`config.mk`:
```
export PLATFORM = sky130hd
export DESIGN_NAME = tilt_balance_pid_drive_flat
export DESIGN_NICKNAME = d
export VERILOG_FILES = /design/src/rtl/tbpd_pkg.sv /design/src/rtl/tbpd_if.sv /design/src/rtl/tilt_balance_pid_drive.sv /design/src/rtl/tbpd_front.sv /design/src/rtl/tbpd_mult.sv /design/src/rtl/tbpd_shape.sv /design/src/flat_wrapper.sv
export SDC_FILE = /design/constraint.sdc
export NUM_CORES = 2
export LEC_CHECK = 0
export ABC_AREA = 0
export BUFFER_PORTS_ARGS = -buffer_cell sky130_fd_sc_hd__buf_2
export CORE_ASPECT_RATIO = 1.75
export CORE_MARGIN = 4
export CORE_UTILIZATION = 41
export CTS_CLUSTER_SIZE = 8
export DETAILED_ROUTE_END_ITERATION = 10
export REMOVE_ABC_BUFFERS = 1
export SYNTH_ARGS = -nofsm -noshare
export SYNTH_HDL_FRONTEND = slang
export SYNTH_SLANG_ARGS = --single-unit
export TNS_END_PERCENT = 5
```
`constraint.sdc`:
```
create_clock -name clk -period 9.2 [get_ports clk]
set_input_delay 0.46 -clock clk [delete_from_list [all_inputs] [get_ports clk]]
set_output_delay 0.46 -clock clk [all_outputs]
set_load 0.03 [all_outputs]
```
`src/rtl/tbpd_pkg.sv`:
```
`timescale 1ns / 1ps

package tbpd_pkg;

  localparam int ANGLE_W    = 17;
  localparam int ERR_W      = 18;
  localparam int DER_W      = 19;
  localparam int SUM_W      = 32;
  localparam int GAIN_W     = 16;
  localparam int BYTE_W     = 8;
  localparam int DUTY_W     = 9;
  localparam int PP_W       = GAIN_W + 1 + ERR_W;
  localparam int PI_W       = GAIN_W + 1 + SUM_W;
  localparam int PD_W       = GAIN_W + 1 + DER_W;
  localparam int ACC_W      = PI_W + 2;
  localparam int SHIFT      = 16;
  localparam int MAG_W      = ACC_W - SHIFT;
  localparam int CFG_IDX_W  = 3;
  localparam int CFG_DATA_W = 17;

  localparam logic [CFG_IDX_W-1:0] REG_TARGET  = 3'd0;
  localparam logic [CFG_IDX_W-1:0] REG_GAIN_P  = 3'd1;
  localparam logic [CFG_IDX_W-1:0] REG_GAIN_I  = 3'd2;
  localparam logic [CFG_IDX_W-1:0] REG_GAIN_D  = 3'd3;
  localparam logic [CFG_IDX_W-1:0] REG_TILT    = 3'd4;
  localparam logic [CFG_IDX_W-1:0] REG_NOISE   = 3'd5;
  localparam logic [CFG_IDX_W-1:0] REG_MIN_PWR = 3'd6;
  localparam logic [CFG_IDX_W-1:0] REG_CAP     = 3'd7;

  localparam logic [ANGLE_W-1:0] RST_TARGET  = 17'd0;
  localparam logic [GAIN_W-1:0]  RST_GAIN_P  = 16'd1280;
  localparam logic [GAIN_W-1:0]  RST_GAIN_I  = 16'd0;
  localparam logic [GAIN_W-1:0]  RST_GAIN_D  = 16'd128;
  localparam logic [GAIN_W-1:0]  RST_TILT    = 16'd11520;
  localparam logic [BYTE_W-1:0]  RST_NOISE   = 8'd5;
  localparam logic [BYTE_W-1:0]  RST_MIN_PWR = 8'd40;
  localparam logic [BYTE_W-1:0]  RST_CAP     = 8'd255;

  localparam logic [SUM_W-1:0] SUM_MAX = 32'h7fff_ffff;
  localparam logic [SUM_W-1:0] SUM_MIN = 32'h8000_0000;

  typedef struct packed {
    logic signed [ANGLE_W-1:0] target;
    logic [GAIN_W-1:0]         gain_p;
    logic [GAIN_W-1:0]         gain_i;
    logic [GAIN_W-1:0]         gain_d;
    logic [GAIN_W-1:0]         tilt_limit;
    logic [BYTE_W-1:0]         noise_floor;
    logic [BYTE_W-1:0]         min_power;
    logic [BYTE_W-1:0]         duty_cap;
  } cfg_t;

  typedef struct packed {
    logic                    trip;
    logic signed [ERR_W-1:0] err;
    logic signed [SUM_W-1:0] esum;
    logic signed [DER_W-1:0] deriv;
  } stage1_t;

  typedef struct packed {
    logic                   trip;
    logic signed [PP_W-1:0] pp;
    logic signed [PI_W-1:0] pi;
    logic signed [PD_W-1:0] pd;
  } prod_t;

endpackage

```
`src/rtl/tbpd_if.sv`:
```
`timescale 1ns / 1ps

interface tbpd_in_if;
  logic                                  valid;
  logic                                  ready;
  logic signed [tbpd_pkg::ANGLE_W-1:0]   angle;

  modport source (output valid, output angle, input ready);
  modport sink (input valid, input angle, output ready);
endinterface

interface tbpd_out_if;
  logic                          valid;
  logic                          ready;
  logic [tbpd_pkg::DUTY_W-1:0]   duty;
  logic                          forward;
  logic                          tripped;

  modport source (output valid, output duty, output forward, output tripped, input ready);
  modport sink (input valid, input duty, input forward, input tripped, output ready);
endinterface

```
`src/rtl/tilt_balance_pid_drive.sv`:
```
`timescale 1ns / 1ps
// channel   dir  handshake          payload
// in_chan   in   valid / ready      angle[16:0] signed
// out_chan  out  valid / ready      duty[8:0], forward, tripped
// cfg_*     in   cfg_we             cfg_index[2:0], cfg_wdata[16:0]
//
// one request per cycle sustained while out_chan is ready; a result is offered after every stage below
// stages: input reg, error/integral update, three multipliers, sum and duty shaping
// the integral and previous error are updated in the second stage, so items chain back to back
// synchronous active-low reset clears valids and state and sets config registers to defaults
// a stalled output holds its result; earlier stages keep filling until the pipe is full

module tilt_balance_pid_drive (
  input  logic                                clk,
  input  logic                                rst_n,
  tbpd_in_if.sink                             in_chan,
  tbpd_out_if.source                          out_chan,
  input  logic                                cfg_we,
  input  logic [tbpd_pkg::CFG_IDX_W-1:0]      cfg_index,
  input  logic [tbpd_pkg::CFG_DATA_W-1:0]     cfg_wdata
);

  tbpd_pkg::cfg_t     cfg_r;
  logic               s1_valid;
  tbpd_pkg::stage1_t  s1_data;
  logic               s1_ready;
  logic               s2_valid;
  tbpd_pkg::prod_t    s2_data;
  logic               s2_ready;

  always_ff @(posedge clk) begin
    if (!rst_n) begin
      cfg_r.target      <= tbpd_pkg::RST_TARGET;
      cfg_r.gain_p      <= tbpd_pkg::RST_GAIN_P;
      cfg_r.gain_i      <= tbpd_pkg::RST_GAIN_I;
      cfg_r.gain_d      <= tbpd_pkg::RST_GAIN_D;
      cfg_r.tilt_limit  <= tbpd_pkg::RST_TILT;
      cfg_r.noise_floor <= tbpd_pkg::RST_NOISE;
      cfg_r.min_power   <= tbpd_pkg::RST_MIN_PWR;
      cfg_r.duty_cap    <= tbpd_pkg::RST_CAP;
    end else if (cfg_we) begin
      unique case (cfg_index)
        tbpd_pkg::REG_TARGET:  cfg_r.target      <= cfg_wdata;
        tbpd_pkg::REG_GAIN_P:  cfg_r.gain_p      <= cfg_wdata[tbpd_pkg::GAIN_W-1:0];
        tbpd_pkg::REG_GAIN_I:  cfg_r.gain_i      <= cfg_wdata[tbpd_pkg::GAIN_W-1:0];
        tbpd_pkg::REG_GAIN_D:  cfg_r.gain_d      <= cfg_wdata[tbpd_pkg::GAIN_W-1:0];
        tbpd_pkg::REG_TILT:    cfg_r.tilt_limit  <= cfg_wdata[tbpd_pkg::GAIN_W-1:0];
        tbpd_pkg::REG_NOISE:   cfg_r.noise_floor <= cfg_wdata[tbpd_pkg::BYTE_W-1:0];
        tbpd_pkg::REG_MIN_PWR: cfg_r.min_power   <= cfg_wdata[tbpd_pkg::BYTE_W-1:0];
        tbpd_pkg::REG_CAP:     cfg_r.duty_cap    <= cfg_wdata[tbpd_pkg::BYTE_W-1:0];
        default: ;
      endcase
    end
  end

  tbpd_front u_front (
    .clk      (clk),
    .rst_n    (rst_n),
    .in_chan  (in_chan),
    .cfg      (cfg_r),
    .s1_valid (s1_valid),
    .s1_data  (s1_data),
    .s1_ready (s1_ready)
  );

  tbpd_mult u_mult (
    .clk      (clk),
    .rst_n    (rst_n),
    .cfg      (cfg_r),
    .s1_valid (s1_valid),
    .s1_data  (s1_data),
    .s1_ready (s1_ready),
    .s2_valid (s2_valid),
    .s2_data  (s2_data),
    .s2_ready (s2_ready)
  );

  tbpd_shape u_shape (
    .clk      (clk),
    .rst_n    (rst_n),
    .cfg      (cfg_r),
    .s2_valid (s2_valid),
    .s2_data  (s2_data),
    .s2_ready (s2_ready),
    .out_chan (out_chan)
  );

endmodule

```
`src/rtl/tbpd_front.sv`:
```
`timescale 1ns / 1ps

module tbpd_front (
  input  logic                  clk,
  input  logic                  rst_n,
  tbpd_in_if.sink               in_chan,
  input  tbpd_pkg::cfg_t        cfg,
  output logic                  s1_valid,
  output tbpd_pkg::stage1_t     s1_data,
  input  logic                  s1_ready
);

  logic                                  s0_v_r;
  logic signed [tbpd_pkg::ANGLE_W-1:0]   s0_angle_r;
  logic                                  s1_v_r;
  tbpd_pkg::stage1_t                     s1_r;
  logic signed [tbpd_pkg::SUM_W-1:0]     esum_r;
  logic signed [tbpd_pkg::SUM_W-1:0]     esum_nxt;
  logic signed [tbpd_pkg::ERR_W-1:0]     last_err_r;

  logic                                  s1_adv;
  logic                                  fire;
  logic [tbpd_pkg::ANGLE_W-1:0]          ang_mag;
  logic                                  trip;
  logic signed [tbpd_pkg::ERR_W-1:0]     err;
  logic signed [tbpd_pkg::DER_W-1:0]     deriv;
  logic [tbpd_pkg::SUM_W:0]              acc;
  logic [tbpd_pkg::SUM_W-1:0]            acc_sat;

  assign s1_adv        = !s1_v_r || s1_ready;
  assign fire          = s0_v_r && s1_adv;
  assign in_chan.ready = !s0_v_r || s1_adv;

  always_comb begin
    ang_mag = s0_angle_r[tbpd_pkg::ANGLE_W-1] ? (~s0_angle_r + 1'b1) : s0_angle_r;
    trip    = ang_mag > {1'b0, cfg.tilt_limit};
    err     = {cfg.target[tbpd_pkg::ANGLE_W-1], cfg.target}
            - {s0_angle_r[tbpd_pkg::ANGLE_W-1], s0_angle_r};
    deriv   = {err[tbpd_pkg::ERR_W-1], err} - {last_err_r[tbpd_pkg::ERR_W-1], last_err_r};
    acc     = {esum_r[tbpd_pkg::SUM_W-1], esum_r}
            + {{(tbpd_pkg::SUM_W + 1 - tbpd_pkg::ERR_W){err[tbpd_pkg::ERR_W-1]}}, err};
    // saturate on signed overflow of the integral
    if (acc[tbpd_pkg::SUM_W] != acc[tbpd_pkg::SUM_W-1]) begin
      acc_sat = acc[tbpd_pkg::SUM_W] ? tbpd_pkg::SUM_MIN : tbpd_pkg::SUM_MAX;
    end else begin
      acc_sat = acc[tbpd_pkg::SUM_W-1:0];
    end
    esum_nxt = trip ? '0 : acc_sat;
  end

  always_ff @(posedge clk) begin
    if (!rst_n) begin
      s0_v_r     <= 1'b0;
      s1_v_r     <= 1'b0;
      esum_r     <= '0;
      last_err_r <= '0;
    end else begin
      if (in_chan.ready) begin
        s0_v_r <= in_chan.valid;
      end
      if (s1_adv) begin
        s1_v_r <= s0_v_r;
      end
      if (fire) begin
        esum_r <= esum_nxt;
        if (!trip) begin
          last_err_r <= err;
        end
      end
    end
  end

  always_ff @(posedge clk) begin
    if (in_chan.ready && in_chan.valid) begin
      s0_angle_r <= in_chan.angle;
    end
    if (fire) begin
      s1_r.trip  <= trip;
      s1_r.err   <= err;
      s1_r.esum  <= esum_nxt;
      s1_r.deriv <= deriv;
    end
  end

  assign s1_valid = s1_v_r;
  assign s1_data  = s1_r;

  a_trip_clears_sum: assert property (@(posedge clk) disable iff (!rst_n)
    (fire && trip) |=> (esum_r == '0))
    else $error("integral not cleared on tilt trip");

  a_trip_keeps_err: assert property (@(posedge clk) disable iff (!rst_n)
    (fire && trip) |=> $stable(last_err_r))
    else $error("previous error changed on tilt trip");

  a_state_holds: assert property (@(posedge clk) disable iff (!rst_n)
    !fire |=> ($stable(esum_r) && $stable(last_err_r)))
    else $error("controller state moved without a request");

  a_sum_forwarded: assert property (@(posedge clk) disable iff (!rst_n)
    fire |=> (s1_r.esum == esum_r))
    else $error("stage integral differs from state");

endmodule

```
`src/rtl/tbpd_mult.sv`:
```
`timescale 1ns / 1ps

module tbpd_mult (
  input  logic                  clk,
  input  logic                  rst_n,
  input  tbpd_pkg::cfg_t        cfg,
  input  logic                  s1_valid,
  input  tbpd_pkg::stage1_t     s1_data,
  output logic                  s1_ready,
  output logic                  s2_valid,
  output tbpd_pkg::prod_t       s2_data,
  input  logic                  s2_ready
);

  logic                                s2_v_r;
  tbpd_pkg::prod_t                     s2_r;
  logic                                s2_adv;
  logic signed [tbpd_pkg::ERR_W-1:0]   err;
  logic signed [tbpd_pkg::SUM_W-1:0]   esum;
  logic signed [tbpd_pkg::DER_W-1:0]   deriv;
  logic signed [tbpd_pkg::PP_W-1:0]    pp;
  logic signed [tbpd_pkg::PI_W-1:0]    pi;
  logic signed [tbpd_pkg::PD_W-1:0]    pd;

  assign s2_adv   = !s2_v_r || s2_ready;
  assign s1_ready = s2_adv;

  assign err   = s1_data.err;
  assign esum  = s1_data.esum;
  assign deriv = s1_data.deriv;

  assign pp = $signed({1'b0, cfg.gain_p}) * err;
  assign pi = $signed({1'b0, cfg.gain_i}) * esum;
  assign pd = $signed({1'b0, cfg.gain_d}) * deriv;

  always_ff @(posedge clk) begin
    if (!rst_n) begin
      s2_v_r <= 1'b0;
    end else if (s2_adv) begin
      s2_v_r <= s1_valid;
    end
  end

  always_ff @(posedge clk) begin
    if (s2_adv && s1_valid) begin
      s2_r.trip <= s1_data.trip;
      s2_r.pp   <= pp;
      s2_r.pi   <= pi;
      s2_r.pd   <= pd;
    end
  end

  assign s2_valid = s2_v_r;
  assign s2_data  = s2_r;

endmodule

```
`src/rtl/tbpd_shape.sv`:
```
`timescale 1ns / 1ps

module tbpd_shape (
  input  logic                  clk,
  input  logic                  rst_n,
  input  tbpd_pkg::cfg_t        cfg,
  input  logic                  s2_valid,
  input  tbpd_pkg::prod_t       s2_data,
  output logic                  s2_ready,
  tbpd_out_if.source            out_chan
);

  logic                               out_v_r;
  logic [tbpd_pkg::DUTY_W-1:0]        duty_r;
  logic                               fwd_r;
  logic                               trip_r;
  logic                               s3_adv;

  logic [tbpd_pkg::ACC_W-1:0]         sum;
  logic [tbpd_pkg::ACC_W-1:0]         sum_abs;
  logic [tbpd_pkg::MAG_W-1:0]         mag;
  logic [tbpd_pkg::BYTE_W-1:0]        pwm;
  logic [tbpd_pkg::DUTY_W-1:0]        duty_nxt;
  logic                               fwd_nxt;

  assign s3_adv   = !out_v_r || out_chan.ready;
  assign s2_ready = s3_adv;

  always_comb begin
    sum = {{(tbpd_pkg::ACC_W - tbpd_pkg::PP_W){s2_data.pp[tbpd_pkg::PP_W-1]}}, s2_data.pp}
        + {{(tbpd_pkg::ACC_W - tbpd_pkg::PI_W){s2_data.pi[tbpd_pkg::PI_W-1]}}, s2_data.pi}
        + {{(tbpd_pkg::ACC_W - tbpd_pkg::PD_W){s2_data.pd[tbpd_pkg::PD_W-1]}}, s2_data.pd};
    sum_abs = sum[tbpd_pkg::ACC_W-1] ? (~sum + 1'b1) : sum;
    mag     = sum_abs[tbpd_pkg::ACC_W-1:tbpd_pkg::SHIFT];
    fwd_nxt = !sum[tbpd_pkg::ACC_W-1] && (sum != '0);
    if (mag > {{(tbpd_pkg::MAG_W - tbpd_pkg::BYTE_W){1'b0}}, cfg.duty_cap}) begin
      pwm = cfg.duty_cap;
    end else begin
      pwm = mag[tbpd_pkg::BYTE_W-1:0];
    end
    // deadzone offset, below the noise floor gives zero
    if (pwm < cfg.noise_floor) begin
      duty_nxt = '0;
    end else begin
      duty_nxt = {1'b0, pwm} + {1'b0, cfg.min_power};
    end
    if (s2_data.trip) begin
      duty_nxt = '0;
      fwd_nxt  = 1'b0;
    end
  end

  always_ff @(posedge clk) begin
    if (!rst_n) begin
      out_v_r <= 1'b0;
    end else if (s3_adv) begin
      out_v_r <= s2_valid;
    end
  end

  always_ff @(posedge clk) begin
    if (s3_adv && s2_valid) begin
      duty_r <= duty_nxt;
      fwd_r  <= fwd_nxt;
      trip_r <= s2_data.trip;
    end
  end

  assign out_chan.valid   = out_v_r;
  assign out_chan.duty    = duty_r;
  assign out_chan.forward = fwd_r;
  assign out_chan.tripped = trip_r;

endmodule
```
`src/flat_wrapper.sv`:
```
// flat-port wrapper written by rule: the top's interface ports become plain ports
module tilt_balance_pid_drive_flat 
  (clk, rst_n, cfg_we, cfg_index, cfg_wdata, in_chan_valid, in_chan_angle, in_chan_ready, out_chan_valid, out_chan_duty, out_chan_forward, out_chan_tripped, out_chan_ready);
  tbpd_in_if in_chan_i ();
  tbpd_out_if out_chan_i ();
  input  logic clk;
  input  logic rst_n;
  input  logic cfg_we;
  input  logic [tbpd_pkg::CFG_IDX_W-1:0] cfg_index;
  input  logic [tbpd_pkg::CFG_DATA_W-1:0] cfg_wdata;
  input wire logic [$bits(in_chan_i.valid)-1:0] in_chan_valid;
  input wire logic [$bits(in_chan_i.angle)-1:0] in_chan_angle;
  output wire logic [$bits(in_chan_i.ready)-1:0] in_chan_ready;
  output wire logic [$bits(out_chan_i.valid)-1:0] out_chan_valid;
  output wire logic [$bits(out_chan_i.duty)-1:0] out_chan_duty;
  output wire logic [$bits(out_chan_i.forward)-1:0] out_chan_forward;
  output wire logic [$bits(out_chan_i.tripped)-1:0] out_chan_tripped;
  input wire logic [$bits(out_chan_i.ready)-1:0] out_chan_ready;
  assign in_chan_i.valid = in_chan_valid;
  assign in_chan_i.angle = in_chan_angle;
  assign in_chan_ready = in_chan_i.ready;
  assign out_chan_valid = out_chan_i.valid;
  assign out_chan_duty = out_chan_i.duty;
  assign out_chan_forward = out_chan_i.forward;
  assign out_chan_tripped = out_chan_i.tripped;
  assign out_chan_i.ready = out_chan_ready;
  tilt_balance_pid_drive u_core (.clk(clk), .rst_n(rst_n), .in_chan(in_chan_i), .out_chan(out_chan_i), .cfg_we(cfg_we), .cfg_index(cfg_index), .cfg_wdata(cfg_wdata));
endmodule
```
# Yosys cells after proc, flatten, opt, wreduce, memory -nomap -nowiden
# Cells that the tools add are included.
# totals
in_bits	42
register_bits	378
elab_cells	83
# op_classes
reduce_logical	26
n_eq_ne	8
addsub	8
magnitude_cmp	3
bitwise	3
n_mux	6
multipliers	3
# op_table
cell	n
32-bit 2-to-1 mux	3
50-bit by 36-bit adder with 51-bit output	1
51-bit by 1-bit adder with 51-bit output (second input constant)	1
51-bit 2-to-1 mux	1
51-bit inverter	1
51-bit nonzero test	1
35-bit by 49-bit adder with 50-bit output	1
17-bit by 32-bit multiplier with 49-bit output	1
17-bit by 19-bit multiplier with 36-bit output	1
35-bit by 8-bit greater-than comparator with 1-bit output	1
17-bit by 18-bit multiplier with 35-bit output	1
32-bit by 18-bit adder with 33-bit output	1
18-bit by 18-bit subtractor with 19-bit output	1
2-bit AND reduction	9
17-bit by 17-bit subtractor with 18-bit output	1
17-bit by 1-bit adder with 17-bit output (second input constant)	1
17-bit by 16-bit greater-than comparator with 1-bit output	1
17-bit 2-to-1 mux	1
17-bit inverter	1
3-bit equality test (second input constant)	4
8-bit by 8-bit adder with 9-bit output	1
8-bit less-than comparator	1
8-bit 2-to-1 mux	1
3-bit by 2-bit equality test with 1-bit output (second input constant)	2
other kinds (8)	19

# Logic depth before layout (Yosys ltp)
# depth
ltp_word	9
mapped_depth	44
ltp_nobuf	42

# Hierarchy
# Synthesis repeated with hierarchy kept, for this count alone.
# unflattened
cells_unflattened	7103
hier_area_um2	64808.4
# by_module_without_submodules
mod	cells_each	instances	seq_area_each_um2	area_per_inst_um2
tbpd_mult	4767	1	3653.5	44270.0
tbpd_front	970	1	3653.5	9116.2
tbpd_shape	980	1	350.3	7427.1
tilt_balance_pid_drive	386	1	2102.0	3995.1

# Worst setup path before layout
# No wires, ideal clock.
# synth_timing
path_type	register to register
start	register u_core.u_mult.s2_r, in the netlist u_core.u_mult.s2_data[35]
end	register u_core.u_shape.duty_r, in the netlist u_core.u_shape.out_chan.duty[8] (data pin)
period_less_slack_ns	9.903
stages_incl_launch_ff	41
required_ns	8.925
arrival_ns	9.627
setup_ns	0.275
path_buffers	3
slack_ns	-0.703
path_cell_list	edfxtp_1 -> fa_1 -> ha_1 -> clkbuf_1 -> nand2_1 -> o21ai_0 -> a21oi_1 -> o21ai_0 -> o21ai_1 -> a221o_1 -> a31oi_1 -> clkbuf_1 -> nor2_1 -> xor2_1 -> ha_1 -> nor2b_1 -> o21a_1 -> o21a_1 -> [5 not listed] -> o41ai_1 -> nor3_1 -> or4b_1 -> or4_1 -> or4_4 -> nor4_4 -> clkbuf_1 -> a21oi_1 -> ha_1 -> fa_1 -> a21o_1 -> a21oi_1 -> o21bai_1 -> a21oi_1 -> nor2b_1 -> o21a_1 -> o22ai_1 -> o31ai_2
# synth_via
elab_chain_len	8
word_cells_on_any_way	9
cone_classes	3 x add/sub; 2 x order compare; 2 x mux; 1 x bitwise; 1 x reduce/logical
# synth_lines
element	line_no	text
from (decl)	tbpd_mult.sv:16	tbpd_pkg::prod_t s2_r;
50-bit by 36-bit adder with 51-bit output (*)	tbpd_shape.sv:32	+ {{(tbpd_pkg::ACC_W - tbpd_pkg::PD_W){s2_data.pd[tbpd_pkg::PD_W-1]}}, s2_data.pd};
51-bit inverter	tbpd_shape.sv:33	sum_abs = sum[tbpd_pkg::ACC_W-1] ? (~sum + 1'b1) : sum;
51-bit by 1-bit adder with 51-bit output	tbpd_shape.sv:33	
51-bit 2-to-1 mux (*)	tbpd_shape.sv:33	
35-bit by 8-bit greater-than comparator with 1-bit output	tbpd_shape.sv:36	if (mag > {{(tbpd_pkg::MAG_W - tbpd_pkg::BYTE_W){1'b0}}, cfg.duty_cap}) begin
8-bit 2-to-1 mux (*)	tbpd_shape.sv:36	
8-bit less-than comparator	tbpd_shape.sv:42	if (pwm < cfg.noise_floor) begin
2-bit OR reduction (no line)	-	
to (signal assigned)	tbpd_shape.sv:63	duty_r <= duty_nxt;
to (decl)	tbpd_shape.sv:14	logic [tbpd_pkg::DUTY_W-1:0] duty_r;
# Every way passes the cells marked *; elsewhere a longest branch is shown, timed or not.
# A chain may end at the register's enable or synchronous reset.

# Worst setup path after layout
# layout_timing
start	register u_core.u_mult.s2_r, in the netlist u_core.u_mult.s2_data[37]
end	register u_core.u_shape.duty_r, in the netlist u_core.u_shape.out_chan.duty[8] (data pin)
# layout_via
elab_chain_len	9
word_cells_on_any_way	10
cone_classes	4 x add/sub; 2 x order compare; 2 x mux; 1 x bitwise; 1 x reduce/logical
# layout_lines
element	line_no	text
35-bit by 49-bit adder with 50-bit output (*)	tbpd_shape.sv:31	+ {{(tbpd_pkg::ACC_W - tbpd_pkg::PI_W){s2_data.pi[tbpd_pkg::PI_W-1]}}, s2_data.pi}
50-bit by 36-bit adder with 51-bit output (*)	tbpd_shape.sv:32	
51-bit inverter	tbpd_shape.sv:33	
51-bit by 1-bit adder with 51-bit output	tbpd_shape.sv:33	
51-bit 2-to-1 mux (*)	tbpd_shape.sv:33	
35-bit by 8-bit greater-than comparator with 1-bit output	tbpd_shape.sv:36	
8-bit 2-to-1 mux (*)	tbpd_shape.sv:36	
8-bit less-than comparator	tbpd_shape.sv:42	
2-bit OR reduction (no line)	-	
# Marks and branches as above.

==> reports/metrics.yaml <==
run_status:
  outcome: "finished clean"
die:
  ioPinCount: 55
  core_um2: 150000
  die_h_um: 523
  rows: 188
  dieArea_um2: 158000
  die_w_um: 302
  initial_core_util: 0.414
global_routing:
  overflow: 0
  grt_usage: 0.250
  antenna_found_initial: 10
  grt_pass1_wl_um: 300000
  grt_max_degree: 87
  grt_pass1_vias: 53169
route:
  drt-met1-wl_um: 64500
  first_pass_iters: 7
  via_per_inst: 5.30
  num_vias: 48186
  routed_wl_um: 193000
  first_iter_violations: 2420
  routed-wl-met2_um: 107000
  wl_met3_um: 6830
  top_layer: "met5"
  drc_errors: 0
  ant_nets: 0
  wl_per_cell_um: 21.2
setup_path:
  cp-start-kind: "flip-flop"
  ff2ff_setup_slack_ns: 0.26
  max_stage_delay_ns: 0.55
  cp-end-kind: "flip-flop"
  cp_data_required_time_ns: 9.57
  crit_top_cell: "o21a_1"
  arrival_ns: 9.32
  critPathMaxFanout: 5
  rr_endpoint: "u_core.u_shape.out_chan.duty[8]"
  worst-setup-path-type: "flip-flop to flip-flop"
  ff2ff_path_depth: 44
  critPathSlowestCell: "or4_4"
  r2r_start: "u_core.u_mult.s2_data[37]"
yosys:
  synth.distinct_cells: 92
  ys_seq_area_frac: 0.157
  ys.flop_type: "edfxtp_1"
  syn_inst: 6855
  synthTopCellsByArea: "fa_1 (37%), edfxtp_1 (11%), ha_1 (9.1%), inv_1 (8.5%), nand2_1 (6.1%)"
  yosysTopAreaCell: "fa_1"
  avgSynthCellArea_um2: 9.07
  ys_async_sr_fraction: 0
  synth-seq-cells: 378
  synth_edf_count: 219
  netlist_area_um2: 62200
  yosys.area.top_type_share: 0.368
  yosysWarningCount: 0
worst_hold_path:
  hold_depth: 3
  min_from: "cfg_wdata[16]"
  hold_end: "u_core.cfg_r[104]"
  hp-class: "input port to flip-flop"
timing:
  worst_pin_slew_ns: 1.28
  slew_headroom: 0.139
  fin_crit_sh: 0.972
  final_max_slew_viol_count: 0
  fin_skew_ns: 0.0554
  max_freq_mhz: 112
  finalHoldViolations: 0
  rsz0062_at_grt: "yes"
  setup_viol: 0
  min_period_ns: 8.94
  hold_slack_ns: 0.0817
  fin_tns_setup_ns: 0
place:
  dp_hpwl_um: 162000
  gp_congestion: 0.955
  port_buffers: 54
power:
  switching_share: 0.457
  pwr-share-clk: 0.197
  power.density_nw_per_um2: 141
  power_switching_uw: 4410
  intPower_uw: 5240
  ir_worst_vdd_mv: 0.149
  power_frac_seq: 0.225
  power_leakage_uw: 0.0313
  comb_power_share: 0.578
clock_tree:
  path_clk_slew_ns: 0.05
  cts_buffer_depth: 3
  cts_buffers: 53
  clkLatencyLatePin_ns: 0.64
  cts_htree_levels: 2
  cts_tree: "built"
  cts_root_buf: "clkbuf_16"
  clock_sinks: 378
cells_and_area:
  fill_cells: 14556
  area_growth_pct: 9.95
  nets: 8683
  layout-drive-gt1-share: 0.0755
flow_run:
  cap_violations: 0
## routing by layer
layer	GRT usage	up-vias
li1	-	21587
met1	0.251	24695
met2	0.488	1303
met3	0.0211	599
met4	0.160	2
met5	0	-
## state kept, by name, indices dropped and copies added (netlist names)
| signal | count |
|---|---|
| u_core.u_front.last_err_r | 18 |
| u_core.cfg_r | 105 |
| u_core.u_mult.s2_data | 121 |
| u_core.u_front.s1_valid | 1 |
| u_core.u_shape.out_chan.forward | 1 |
| u_core.u_front.s0_v_r | 1 |
| u_core.u_shape.out_chan.tripped | 1 |
| u_core.u_mult.s2_valid | 1 |
| u_core.u_shape.out_chan.duty | 9 |
| u_core.u_front.s1_data | 70 |
| u_core.u_front.esum_r | 32 |
| u_core.u_front.s0_angle_r | 17 |
| u_core.u_shape.out_chan.valid | 1 |
## cell usage after synthesis (all sizes together), types with 9 or more instances
cell type	number
buf	31
nor3b	9
o211a	9
ha	453
fa	1143
dfxtp	159
mux2i	25
edfxtp	219
and2	485
or2	16
or3	19
a21boi	23
nor2b	49
inv	1401
nor3	55
o211ai	30
a211oi	24
o21a	35
clkbuf	237
nand2	1019
o31ai	17
xor2	47
o21ai	197
and3	34
nor2	264
a21oi	277
xnor2	172
o41ai	12
nand3	73
o21bai	25
a21o	82
nand4	29
a31oi	15
o22ai	10
nand2b	29
nor4	21
## how the worst max path moves through the flow
stage,start,endpoint,slack [ns],cells after the start
floorplan,u_core.u_mult.s2_data[35],u_core.u_shape.out_chan.duty[8],-0.65,36
global placement,u_core.u_mult.s2_data[37],u_core.u_shape.out_chan.duty[8],-0.59,44
finish,u_core.u_mult.s2_data[37],u_core.u_shape.out_chan.duty[8],0.26,44
detailed placement,u_core.u_mult.s2_data[37],u_core.u_shape.out_chan.duty[8],-0.64,44
global route,u_core.u_mult.s2_data[37],u_core.u_shape.out_chan.duty[8],-0.26,46
CTS,u_core.u_mult.s2_data[37],u_core.u_shape.out_chan.duty[8],0.05,44
## timing repair
action | 4_1_cts | 5_1_grt
endpoints found under the hold margin | 17 | 0
cloned | 0 | 0
resized for setup | 22 | 12
setup buffers | 2 | 1
setup endpoints to repair | 9 | 9
pin swaps | 22 | 12
hold buffers | 17 | 0
## stage by stage
step / cells / worst slack (ns) / area [µm²] / total power (µW) / util
4_1_cts: 9082 / 0.0479 / 68300 / 9650 / 0.454
6_report: 9093 / 0.257 / 68400 / 9650 / 0.455
2_1_floorplan: 6587 / -0.647 / 61200 / 5380 / -
5_1_grt: 9084 / -0.263 / 68400 / 10200 / 0.455
3_5_place_dp: 8965 / -0.642 / 66500 / 7670 / 0.442
3_3_place_gp: 8965 / -0.595 / 66500 / 7650 / 0.442
## power groups by stage
stage          sequential [µW]  combinational (µW)  clock (µW)
5_1_grt                   2180                6060        2000
3_3_place_gp              2200                5450           0
2_1_floorplan             2150                3230           0
6_report                  2180                5580        1900
4_1_cts                   2170                5540        1940
3_5_place_dp              2200                5470           0
## final cells by class
cell class,instances,area (µm²),area share
Antenna cell,10,25.0,0.000366
Clock buffer,95,1500,0.0220
Clock inverter,3,80.1,0.00117
Inverter,1401,5260,0.0769
Multi-Input combinational cell,4808,46300,0.677
Sequential cell,378,9760,0.143
Tap cell,1995,2500,0.0365
Timing Repair Buffer,403,2970,0.0434
## worst max-delay path, delay by kind of cell (launching register included)
| family | cells | cell delay (ns) |
|---|---|---|
| adder cells (fa/ha/maj) | 6 | 1.95 |
| flip-flops | 1 | 0.38 |
| XOR/XNOR | 1 | 0.20 |
| buffers and inverters | 6 | 0.71 |
| AO/OA/AOI/OAI | 17 | 2.46 |
| AND/OR/NAND/NOR | 14 | 3.03 |
## cells in the final DEF (no fill, tap or decap), drive strengths merged, types with 17 or more instances in the layout
cell type    synthesis  layout
fa                1143    1143
dlygate4sd3          0      17
or3                 19      19
buf                 31     386
and3                34      34
xnor2              172     172
clkbuf             237      95
nor2               264     264
a21oi              277     277
xor2                47      47
mux2i               25      25
o21bai              25      25
nor3                55      55
nand2             1019    1019
o21ai              197     197
inv               1401    1401
nand3               73      73
nand2b              29      29
o31ai               17      17
a211oi              24      24
and2               485     485
nor4                21      21
o211ai              30      30
a21boi              23      23
o21a                35      35
edfxtp             219     219
nand4               29      29
nor2b               49      49
ha                 453     453
a21o                82      82
dfxtp              159     159
## cells by family after synthesis
kind of cell,Yosys count,share of synthesized area
and+or+nand+nor,2123,0.161
muxes,26,0.00420
AOI/OAI and AO/OA,844,0.0863
xor gates and xnor gates,219,0.0310
adders and majority gates,1596,0.459
buffers and inverters,1669,0.101
DFF,378,0.157
Note: power is estimated with default switching activity, not from simulation.
